==> src/design/modexp_pkg.sv <==
// Shared types and constants for the modular exponentiation core.
package modexp_pkg;

   // Width of the base, exponent, modulus and result words.
   localparam int OPERAND_BITS = 32;
   localparam int COUNT_BITS   = $clog2(OPERAND_BITS);

   typedef logic [OPERAND_BITS-1:0] operand_type;

   // Sequencer states of the exponentiation loop.
   typedef enum logic [2:0] {
      ST_IDLE,
      ST_REDUCE,
      ST_CHECK,
      ST_MULT,
      ST_SQUARE,
      ST_DONE
   } state_type;

   // Launch of one modular multiplication on the shared unit.
   typedef struct packed {
      logic        start;
      operand_type multiplicand;
      operand_type multiplier;
   } mm_req_type;

   // Completion of one modular multiplication.
   typedef struct packed {
      logic        done;
      operand_type product;
   } mm_rsp_type;

endpackage

==> src/design/modexp_mulmod.sv <==
// Bit-serial shift-and-add modular multiplier, one multiplier bit per cycle.
module modexp_mulmod (
   input  logic                    clock,
   input  logic                    reset,
   input  modexp_pkg::operand_type modulus,
   input  modexp_pkg::mm_req_type  mm_req,
   output modexp_pkg::mm_rsp_type  mm_rsp
);
   import modexp_pkg::*;

   // (a + b) mod n for a, b below n; the sum keeps its carry bit.
   function automatic operand_type add_mod(operand_type a, operand_type b, operand_type n);
      logic [OPERAND_BITS:0] sum;
      sum = {1'b0, a} + {1'b0, b};
      if (sum >= {1'b0, n}) begin
         sum = sum - {1'b0, n};
      end
      return sum[OPERAND_BITS-1:0];
   endfunction

   operand_type           acc_ff, acc_in;
   operand_type           mcand_ff, mcand_in;
   operand_type           mplr_ff, mplr_in;
   logic [COUNT_BITS-1:0] count_ff, count_in;
   logic                  running_ff, running_in;
   logic                  done_ff, done_in;
   operand_type           doubled;

   always_comb begin
      acc_in     = acc_ff;
      mcand_in   = mcand_ff;
      mplr_in    = mplr_ff;
      count_in   = count_ff;
      running_in = running_ff;
      done_in    = 1'b0;
      doubled    = add_mod(acc_ff, acc_ff, modulus);
      if (mm_req.start) begin
         acc_in     = '0;
         mcand_in   = mm_req.multiplicand;
         mplr_in    = mm_req.multiplier;
         count_in   = COUNT_BITS'(OPERAND_BITS - 1);
         running_in = 1'b1;
      end else if (running_ff) begin
         // Horner step: double, then add the multiplicand if the top bit is set.
         acc_in   = mplr_ff[OPERAND_BITS-1] ? add_mod(doubled, mcand_ff, modulus) : doubled;
         mplr_in  = {mplr_ff[OPERAND_BITS-2:0], 1'b0};
         count_in = count_ff - 1'b1;
         if (count_ff == '0) begin
            running_in = 1'b0;
            done_in    = 1'b1;
         end
      end
   end

   always_ff @(posedge clock) begin
      if (reset) begin
         running_ff <= 1'b0;
         done_ff    <= 1'b0;
      end else begin
         running_ff <= running_in;
         done_ff    <= done_in;
      end
      acc_ff   <= acc_in;
      mcand_ff <= mcand_in;
      mplr_ff  <= mplr_in;
      count_ff <= count_in;
   end

   assign mm_rsp.done    = done_ff;
   assign mm_rsp.product = acc_ff;

endmodule

==> src/design/modular_exponentiation_core.sv <==
// Top level of the modular exponentiation core: sequencer and configuration register.
//
// Usage: write the modulus through the csr_ channel (csr_valid with csr_ready,
// which is always high) while the core is idle. The modulus resets to 1.
// Present a base and an exponent on req_base_value and req_exponent with start;
// the word is taken at a clock edge where start is high and busy is low. The core
// then raises busy and accepts nothing until its result has been delivered.
// The result word appears on rsp_power_result for exactly one cycle, marked by
// rsp_valid. The receiver cannot stall it, so it must take the word in that cycle.
// Sequence: one shared bit-serial modular multiplier does all the arithmetic, and
// each multiplication steps through the 32 multiplier bits before it completes.
// The base is first reduced mod n; then each exponent bit, lowest first, is
// checked. Every exponent bit below the highest set bit costs a squaring, after
// a multiplication into the result when the bit is set, and the highest set bit
// costs its multiplication, after which the result word is delivered. An exponent
// of zero or a modulus of zero skips the multiplier and goes straight to the result.
// A new item can be started the cycle after rsp_valid. Reset returns the
// sequencer to idle, drops any item in progress and restores the modulus to 1.
module modular_exponentiation_core (
   input  logic                    clock,
   input  logic                    reset,
   input  logic                    start,
   output logic                    busy,
   input  modexp_pkg::operand_type req_base_value,
   input  modexp_pkg::operand_type req_exponent,
   output logic                    rsp_valid,
   output modexp_pkg::operand_type rsp_power_result,
   input  logic                    csr_valid,
   output logic                    csr_ready,
   input  modexp_pkg::operand_type csr_modulus
);
   import modexp_pkg::*;

   state_type   state_ff, state_in;
   operand_type modulus_ff;
   operand_type base_ff, base_in;
   operand_type exp_ff, exp_in;
   operand_type result_ff, result_in;
   operand_type one_mod;
   logic        accept;
   logic        more_bits;
   mm_req_type  mm_req;
   mm_rsp_type  mm_rsp;

   // The configuration channel never pushes back.
   assign csr_ready = 1'b1;

   assign accept    = start && (state_ff == ST_IDLE);
   // 1 mod n: zero only for a modulus of one.
   assign one_mod   = (modulus_ff == operand_type'(1)) ? '0 : operand_type'(1);
   // True while exponent bits above the current one remain set.
   assign more_bits = (exp_ff[OPERAND_BITS-1:1] != '0);

   modexp_mulmod u_mulmod (
      .clock   (clock),
      .reset   (reset),
      .modulus (modulus_ff),
      .mm_req  (mm_req),
      .mm_rsp  (mm_rsp)
   );

   // Next state of the square-and-multiply sequencer.
   always_comb begin
      state_in = state_ff;
      case (state_ff)
         ST_IDLE: begin
            if (accept) begin
               if ((req_exponent == '0) || (modulus_ff == '0)) begin
                  state_in = ST_DONE;
               end else begin
                  state_in = ST_REDUCE;
               end
            end
         end
         ST_REDUCE: begin
            if (mm_rsp.done) begin
               state_in = ST_CHECK;
            end
         end
         ST_CHECK: begin
            state_in = exp_ff[0] ? ST_MULT : ST_SQUARE;
         end
         ST_MULT: begin
            if (mm_rsp.done) begin
               state_in = more_bits ? ST_SQUARE : ST_DONE;
            end
         end
         ST_SQUARE: begin
            if (mm_rsp.done) begin
               state_in = ST_CHECK;
            end
         end
         ST_DONE: begin
            state_in = ST_IDLE;
         end
         default: begin
            state_in = ST_IDLE;
         end
      endcase
   end

   // Launches of the shared multiplier and updates of the working words.
   always_comb begin
      mm_req    = '0;
      base_in   = base_ff;
      exp_in    = exp_ff;
      result_in = result_ff;
      case (state_ff)
         ST_IDLE: begin
            if (accept) begin
               exp_in = req_exponent;
               if (req_exponent == '0) begin
                  // A zero exponent gives 1, left unreduced.
                  result_in = operand_type'(1);
               end else if (modulus_ff == '0) begin
                  result_in = '0;
               end else begin
                  result_in = one_mod;
                  // Reduce the base: (1 mod n) times base, taken mod n.
                  mm_req.start        = 1'b1;
                  mm_req.multiplicand = one_mod;
                  mm_req.multiplier   = req_base_value;
               end
            end
         end
         ST_REDUCE: begin
            if (mm_rsp.done) begin
               base_in = mm_rsp.product;
            end
         end
         ST_CHECK: begin
            // Multiply the result in when the bit is set, else square right away.
            mm_req.start        = 1'b1;
            mm_req.multiplicand = exp_ff[0] ? result_ff : base_ff;
            mm_req.multiplier   = base_ff;
         end
         ST_MULT: begin
            if (mm_rsp.done) begin
               result_in = mm_rsp.product;
               if (more_bits) begin
                  mm_req.start        = 1'b1;
                  mm_req.multiplicand = base_ff;
                  mm_req.multiplier   = base_ff;
               end
            end
         end
         ST_SQUARE: begin
            if (mm_rsp.done) begin
               base_in = mm_rsp.product;
               exp_in  = {1'b0, exp_ff[OPERAND_BITS-1:1]};
            end
         end
         ST_DONE: begin
         end
         default: begin
         end
      endcase
   end

   always_ff @(posedge clock) begin
      if (reset) begin
         state_ff   <= ST_IDLE;
         modulus_ff <= operand_type'(1);
      end else begin
         state_ff <= state_in;
         if (csr_valid && csr_ready) begin
            modulus_ff <= csr_modulus;
         end
      end
      base_ff   <= base_in;
      exp_ff    <= exp_in;
      result_ff <= result_in;
   end

   assign busy             = (state_ff != ST_IDLE);
   assign rsp_valid        = (state_ff == ST_DONE);
   assign rsp_power_result = result_ff;

endmodule
==> config.mk <==
export PLATFORM = sky130hd
export DESIGN_NAME = modular_exponentiation_core
export DESIGN_NICKNAME = d
export VERILOG_FILES = /design/src/design/modexp_pkg.sv /design/src/design/modexp_mulmod.sv /design/src/design/modular_exponentiation_core.sv
export SDC_FILE = /design/constraint.sdc
export NUM_CORES = 1
export LEC_CHECK = 0
export ABC_CLOCK_PERIOD_IN_PS = 8200
export BUFFER_PORTS_ARGS = -buffer_cell sky130_fd_sc_hd__clkbuf_2
export CAP_MARGIN = 20
export CELL_PAD_IN_SITES_DETAIL_PLACEMENT = 0
export CELL_PAD_IN_SITES_GLOBAL_PLACEMENT = 1
export CORE_MARGIN = 2
export CORE_UTILIZATION = 45
export DETAILED_ROUTE_END_ITERATION = 10
export PLACE_DENSITY_LB_ADDON = 0.05
export SYNTH_ARGS = -nofsm -noshare
export SYNTH_HDL_FRONTEND = slang
export SYNTH_HIERARCHICAL = 1
export SYNTH_SLANG_ARGS = --single-unit
==> constraint.sdc <==
create_clock -name clock -period 8.2 [get_ports clock]
set_input_delay 2.05 -clock clock [delete_from_list [all_inputs] [get_ports clock]]
set_output_delay 2.05 -clock clock [all_outputs]
set_load 0.05 [all_outputs]
Word-level counts from Yosys, hierarchy flattened:

Index checks and enable logic that the tools add are counted.

* register bits after elaboration: 234
* bits in latches: 0
* RAM bits: 0
* ROM bits: 0
* bits of input ports: 100
* word-level logic and storage cells: 78
* memories: 0

* add/sub/neg operators: 5
* multipliers: 0
* divide/modulo/power cells: 0
* magnitude comparators: 2
* eq/ne operators: 10
* shift operators: 0
* muxes and demuxes: 32
* bitwise logic cells: 1
* reductions and logical operators: 17

Operators with widths (count)
* $mux 65: 5
* $mux 32: 10
* $pmux 65 s3: 1
* $pmux 32 s2: 2
* $add 32x32->33: 2
* $ge 33x32->1: 2
* $logic_not 32->1: 2
* $sub 32x32->32: 2
* $eq 32x1->1 const B: 1
* $reduce_bool 31->1: 1
* $mux 3: 5
* $pmux 3 s4: 1
* $reduce_and 3->1: 3
* $mux 1: 8
* $eq 3x2->1 const B: 2
* $eq 3x3->1 const B: 2
* $ne 2x1->1 const B: 3
* $reduce_bool 2->1: 3
* $logic_not 5->1: 1
* $sub 5x1->5 const B: 1
* $eq 3x1->1 const B: 1
* $logic_not 3->1: 1
* $reduce_bool 3->1: 1
* $reduce_or 3->1: 1
* 6 further kinds: 6

Depth between registers and ports, before layout:

Gate-level depths: netlist (run 1).

* word-level depth: 7
* mapped depth: 33

Modules after synthesis:

Netlist (run 1), hierarchy kept.

Modules (own cells, without submodules)
* modexp_mulmod: times used 1, cells an instance 1135, area each 9985.8 um2, sequential area each 2702.6 um2
* modular_exponentiation_core: times used 1, cells an instance 444, area each 5934.4 um2, sequential area each 3583.4 um2

Worst setup path before layout (run 1):

Ideal clock, no wire load.

* path type: register -> register
* start: reg modulus_ff[1]
* end: reg u_mulmod.acc_ff[15]
* library setup time: 0.122 ns
* arrival: 6.289 ns
* data required time: 8.078 ns
* slack: 1.790 ns
* cell stages (with the launch flop): 29
* buffers on the path: 2
* period minus slack after synthesis: 6.410 ns
* cell sequence: dfxtp_1 -> inv_1 -> ha_1 -> nor2b_1 -> o21bai_1 -> a31oi_1 -> a221oi_1 -> a21oi_2 -> o21ai_2 -> buf_6 -> mux2_2 -> ha_1 -> buf_2 -> and3_1 -> nand4_1 -> nor4b_1 -> a211oi_2 -> o31ai_2 -> xor2_1 -> ha_1 -> and3_1 -> nand2_1 -> or4_1 -> nor3_1 -> nor3_1 -> o31a_1 -> nand2_1 -> mux2_1 -> a221o_1

* word-level cells in the longest chain between the ends: 6
* elaborated cells on any way between the ends: 13
* classes of those cells: add/sub: 3; order compare: 2; mux: 7; reduce/logical: 1

Ends and longest elaborated chain
* start, declared: RTL line modular_exponentiation_core.sv:35 `operand_type modulus_ff;`
* start signal, assigned: RTL line modular_exponentiation_core.sv:163 `modulus_ff <= operand_type'(1);`
* start signal, assigned: RTL line modular_exponentiation_core.sv:167 `modulus_ff <= csr_modulus;`
* $sub 32x32->32 or $ge 33x32->1 (tied branches): RTL line modexp_mulmod.sv:16, modexp_mulmod.sv:15
* $mux 32: RTL line modexp_mulmod.sv:15 `if (sum >= {1'b0, n}) begin`
* $add 32x32->33: RTL line modexp_mulmod.sv:14 `sum = {1'b0, a} + {1'b0, b};`
* $sub 32x32->32 or $ge 33x32->1 (tied branches): RTL line modexp_mulmod.sv:16, modexp_mulmod.sv:15
* $mux 32: RTL line modexp_mulmod.sv:15
* $mux 32: RTL line modexp_mulmod.sv:45 `acc_in = mplr_ff[OPERAND_BITS-1] ? add_mod(doubled, mcand_ff, modulus) : doubled;`
* end signal, assigned: RTL line modexp_mulmod.sv:63 `acc_ff <= acc_in;`
* end, declared: RTL line modexp_mulmod.sv:21 `operand_type acc_ff, acc_in;`

Parallel ways exist; a longest one is shown, timed or not.
A chain may end at the register's enable or synchronous reset.

Worst setup path in the final report (run 1):

* start: reg modulus_ff[1]
* end: reg u_mulmod.acc_ff[1]

The elaborated chain is that of the path after synthesis.

==> results of run 1 <==
## metrics by stage
stage               instances  area [um2]  hold WS (ps)  util [%]
finish                   2174       18060         503.8     52.03
floorplan                1579       15920         461.6         -
detailed placement       2119       17010         490.8     49.00
global route             2174       18060         541.0     52.03
global placement         2119       17010         484.5     49.00
CTS                      2171       17950         509.2     51.72
## path summary, 6_finish.rpt
path / endpoint / slack [ps] / depth (start not counted)
setup / recovery: u_mulmod/acc_ff[1] / 330 / 27
hold / removal: u_mulmod/count_ff[4] / 500 / 2
setup reg to reg: u_mulmod/acc_ff[1] / 330 / 27
hold reg to reg: u_mulmod/count_ff[4] / 500 / 2
## worst max-delay path, cell delays in order (launching register included)
cell and delay, ps:
dfxtp_1 350, inv_1 130, ha_1 310, nor2b_1 150, o21bai_1 180, a31oi_1 210, a221oi_1 600, a21oi_4 210
o21ai_4 450, mux2_4 360, ha_1 440, a211oi_2 290, o21ai_1 100, a221o_1 370, a211oi_4 470, o31ai_4 140
xor2_1 210, ha_1 440, and3_1 250, nand2_1 90, or4_1 530, nor3_1 310, nor3_1 90, o31a_1 170
nand2_1 170, buf_4 290, mux2i_1 220, o221ai_1 140
## layout make-up
cell class              count  area, um2  area share, %
multi-input cells        1189       9000          49.83
flip-flops and latches    234       6286          34.80
clock buffers              32      725.7          4.018
well taps                 455      569.3          3.152
repair buffers            174      998.5          5.528
clock inverters            20      219.0          1.212
inverters                  70      262.8          1.455
## routing by layer
layer | global-route usage (%) | vias up | wire length, um
li1 | - | 6313 | -
met4 | 9.336 | 0 | 1730
met5 | 0 | - | 0
met3 | 3.015 | 107 | 2699
met1 | 36.05 | 6380 | 22040
met2 | 47.49 | 421 | 25110
## registers in the layout (all words and copies together) (netlist names), 5 cells and up
signal / count
modulus_ff: 32
u_mulmod/mplr_ff: 32
u_mulmod/count_ff: 5
u_mulmod/acc_ff: 32
rsp_power_result: 32
base_ff: 32
exp_ff: 32
u_mulmod/mcand_ff: 32
## cells by family after synthesis
family | after synthesis
adders and majority gates | 100
DFF | 234
other | 1
buffers and inverters | 157
and+or+nand+nor | 420
xor gates and xnor gates | 83
AOI/OAI and AO/OA | 452
muxes | 132
## what timing repair did
item | 4_1_cts | 5_1_grt
gates resized for setup | 0 | 9
buffers inserted | 0 | 1
setup endpoints to repair | 0 | 32
hold buffers | 0 | 0
## cell usage in the layout (no fill, tap or decap), drive strengths merged, types with 23 or more instances in the layout
master / instances
inv: 70
edfxtp: 160
a21oi: 103
xnor2: 53
and3: 49
nor2: 93
ha: 97
mux2i: 48
nor3: 25
a32o: 66
a21o: 36
clkbuf: 165
o21ai: 81
buf: 41
nand2: 93
dfxtp: 74
nor4: 30
nand3: 33
nand4: 23
xor2: 30
nand2b: 24
mux2: 84
==> metrics.yaml, run 1 <==
floorplanning:
  core_area_mm2: 0.03471
  fp.dieH_um: 192.1
  start_util_pct: 45.86
  dieArea_mm2: 0.03690
  io-pin-count: 135
  die_x_um: 192.1
  rows: 68
setup_path:
  crit_arrival_ps: 8270
  r2r-start: "modulus_ff[1]"
  cp-end-kind: "register"
  path_class: "register to register"
  crit_path_start_kind: "register"
  crit_fanout: 14
  startpoint: "modulus_ff[1]"
  cp.required_ps: 8600
synthesis:
  synth_adder_area_share_pct: 8.001
  muxShareOfSynthArea_pct: 9.195
  ys_warn_count: 6
  ys_ff_latch: 234
  async_flop_share_pct: 0
  synthSimpleGateAreaFrac_pct: 13.60
  synth_xor_area_share_pct: 4.566
  synth_common_cells: "160 x edfxtp_1, 98 x a21oi_1, 97 x ha_1"
  netlist_area_mm2: 0.01592
  syn_area_per_cell_um2: 10.08
  synth_top_area_cell: "edfxtp_1"
  synth_edf_count: 160
  netlist_instances: 1579
  netlist_top_cells_area: "edfxtp_1 30%, dfxtp_1 9.3%, ha_1 7.6%"
  yosysSeqAreaShare_pct: 39.48
  synth_most_common_cell: "edfxtp_1"
  synth_fp_nets: 1779
  ys.flop_type: "edfxtp_1"
  synth-compound-area-share_pct: 20.49
  synth_top_area_share_pct: 30.18
  netlist-cell-type-count: 94
  synth_top_family_by_area: "compound AO/OA/AOI/OAI gates"
global_routing:
  grt_pass1_wl_mm: 77.10
  grt_pass1_vias: 12970
  grt_use_total_pct: 27.57
  grt_max_degree: 84
  grt_overflow: 0
  antenna_found_initial: 0
timing:
  finalSetupViolCount: 0
  hold_violations: 0
  period_share_pct: 95.97
  tightest_slew_ps: 1097
  drv_slew: 0
  finalSetupTns_ps: 0
  period_needed_ps: 7870
  slew_headroom_pct: 26.84
  rsz0062_at_grt: "no"
  fin_skew_ps: 38.94
  postLayoutSetupSlackWorst_ps: 330.2
  fmax_ghz: 0.1271
finish:
  antenna-diode-count: 0
  final_nets: 1897
  fillers: 3210
  layout-drive-gt1-share_pct: 19.84
  syn_to_final_growth_pct: 13.45
routing:
  drt_wl_total_mm: 51.58
  drc: 0
  drtAntennaViolNets: 0
  first_pass_iters: 6
  via_count: 13220
  vias_per_cell: 6.081
  wire_per_inst_um: 23.73
  drt_iter0_drc: 1191
clock_network:
  h-tree-depth: 1
  numClockSinks: 234
  numCtsBuffers: 28
  clock_path_buffers: 3
  ctsRootBufferMaster: "clkbuf_16"
  clk_pin_slew_ps: 60
  clkLatencyLatePin_ps: 590
  cts_tree: "built"
placed_design:
  gp_congestion: 0.9511
  io_buffers: 133
  dp_hpwl_mm: 39.54
  pre_cts_ws_ps: 206.0
min_path:
  hold_path.startpoint: "u_mulmod/count_ff[4]"
  hold_class: "register to register"
outcome:
  outcome: "completed"
flow_run:
  drv_cap: 0
Power of run 1 is not shown: default switching activity piles up to over one toggle a cycle in this logic, so the estimate is an artifact.
==> run 2: changes to the inputs <==
--- a/config.mk
+++ b/config.mk
@@ -8,7 +8,7 @@
 export ABC_CLOCK_PERIOD_IN_PS = 8200
 export BUFFER_PORTS_ARGS = -buffer_cell sky130_fd_sc_hd__clkbuf_2
 export CAP_MARGIN = 20
-export CELL_PAD_IN_SITES_DETAIL_PLACEMENT = 0
+export CELL_PAD_IN_SITES_DETAIL_PLACEMENT = 1
 export CELL_PAD_IN_SITES_GLOBAL_PLACEMENT = 1
 export CORE_MARGIN = 2
 export CORE_UTILIZATION = 45
==> run 2 against run 1 <==
Clock-buffer cell count stayed put. Non-clock buffer count is 3 higher. Critical path type unchanged. Global-route usage is 1.9 points higher. Wire length is 5.2% higher. Fmax is 1.3% higher. Setup slack better by 100 ps. Highest routed layer unchanged. Hold slack worse by 11 ps. Core utilization is 0.27 points higher. Critical path depth is 1 higher.
==> metrics.yaml, run 2 (same netlist as run 1, synthesis figures left out) <==
setup_path:
  cp_slowest_stage_delay_ps: 530
  cp-end-kind: "register"
  r2r-end: "u_mulmod/acc_ff[1]"
  path_class: "register to register"
  cp.required_ps: 8600
  crit_arrival_ps: 8170
  r2r-start: "modulus_ff[9]"
  reg2reg_slack_ps: 430
  rr_worst_depth: 28
  slowest_stage: "or4_1"
  cp_top_family: "simple AND/OR/NAND/NOR gates"
  path_buf_inv: 3
  crit_fanout: 14
  crit_path_start_kind: "register"
timing:
  period_needed_ps: 7766
  fin_skew_ps: 10.82
  finalSetupTns_ps: 0
  hold_violations: 0
  drv_slew: 0
  tightest_slew_ps: 1131
  period_share_pct: 94.70
  finalSetupViolCount: 0
  slew_headroom_pct: 24.62
  rsz0062_at_grt: "no"
  fmax_ghz: 0.1288
placed_design:
  io_buffers: 133
  gp_congestion: 0.9511
  dp_hpwl_mm: 41.69
finish:
  layout_commonest_cell: "edfxtp_1"
  final_nets: 1901
  syn_to_final_growth_pct: 14.04
  final_cell_mix: "160 x edfxtp_1, 133 x clkbuf_2, 98 x a21oi_1"
  utilization_pct: 52.30
  layout-drive-gt1-share_pct: 20.24
  antenna-diode-count: 0
floorplanning:
  io-pin-count: 135
  core_area_mm2: 0.03471
  rows: 68
  fp.dieH_um: 192.1
  die_x_um: 192.1
  dieArea_mm2: 0.03690
  start_util_pct: 45.86
clock_network:
  ctsRootBufferMaster: "clkbuf_16"
  h-tree-depth: 1
  cts_tree: "built"
  clock_path_buffers: 3
  numCtsBuffers: 29
  clk_pin_slew_ps: 60
  clkLatencyLatePin_ps: 560
  hold_buffers: 0
  numClockSinks: 234
global_routing:
  grt_overflow: 0
  grt_use_total_pct: 29.47
  grt_pass1_vias: 13900
  grt_pass1_wl_mm: 82.57
  antenna_found_initial: 0
  grt_max_degree: 84
min_path:
  hold_path.startpoint: "u_mulmod/count_ff[4]"
  whs_path_depth: 2
  hold_class: "register to register"
  hold_end: "u_mulmod/count_ff[4]"
routing:
  drt_wl_total_mm: 54.28
  drt_iter0_drc: 869
  drtAntennaViolNets: 0
  via_count: 13400
  first_pass_iters: 5
  vias_per_cell: 6.150
  drc: 0
  wire_per_inst_um: 24.91
outcome:
  outcome: "completed"
flow_run:
  drv_cap: 0
[run 2: changes by cell type in the layout (fill, tap and decap cells not counted), sizes merged]
cell | previous run | this run
clkinv | 11 | 10
inv | 70 | 73
clkinvlp | 6 | 5
bufinv | 3 | 4
buf | 41 | 44
[run 2: layout make-up]
class                   instances  area (um2)
well taps                     455       569.3
repair buffers                177        1046
clock buffers                  32       747.0
clock inverters                22       235.2
fillers                      3916       16560
multi-input cells            1189        9009
inverters                      70       262.8
flip-flops and latches        234        6287
[run 2: layer usage]
layer / vias up / share of wire [%] / track usage [%]
li1: 6317 / - / -
met1: 6633 / 43 / 37.14
met2: 332 / 49 / 51.25
met3: 118 / 4.3 / 3.746
met4: 0 / 4.3 / 11.60
met5: - / 0 / 0
[run 2: stage by stage]
stage	hold WS, ps	instances	cell area (um2)	setup WS (ps)
finish	492.8	2179	18160	434.4
global route	543.8	2179	18160	29.25
CTS	499.3	2173	17990	85.89
detailed placement	480.4	2119	17010	169.3
global placement	484.5	2119	17010	327.6
floorplan	461.6	1579	15920	1790
[run 2: timing repair]
item,in CTS,in global routing
gates resized for setup,0,11
setup endpoints to repair,0,32
setup buffers,0,4
[run 2: worst register-to-register path: cells and delay by family (launching register included)]
family          cells  cell delay [ps]
compound gates      8             1610
xor+xnor            1              350
buf+inv             3              590
flops               1              380
mux                 2              570
simple gates       11             2950
fa+ha+maj           3             1150
[run 2: worst max-delay path by stage]
| stage | depth (start not counted) | startpoint | slack [ps] | endpoint |
|---|---|---|---|---|
| after detailed placement | 27 | modulus_ff[1] | 170 | u_mulmod/acc_ff[1] |
| after global routing | 28 | modulus_ff[9] | 30 | u_mulmod/acc_ff[1] |
| final | 28 | modulus_ff[9] | 430 | u_mulmod/acc_ff[1] |
| after CTS | 27 | modulus_ff[1] | 90 | u_mulmod/acc_ff[1] |
| after global placement | 27 | modulus_ff[1] | 330 | u_mulmod/acc_ff[1] |
| after floorplan | 28 | modulus_ff[1] | 1790 | u_mulmod/acc_ff[15] |
Power of run 2 is left out for the same reason.
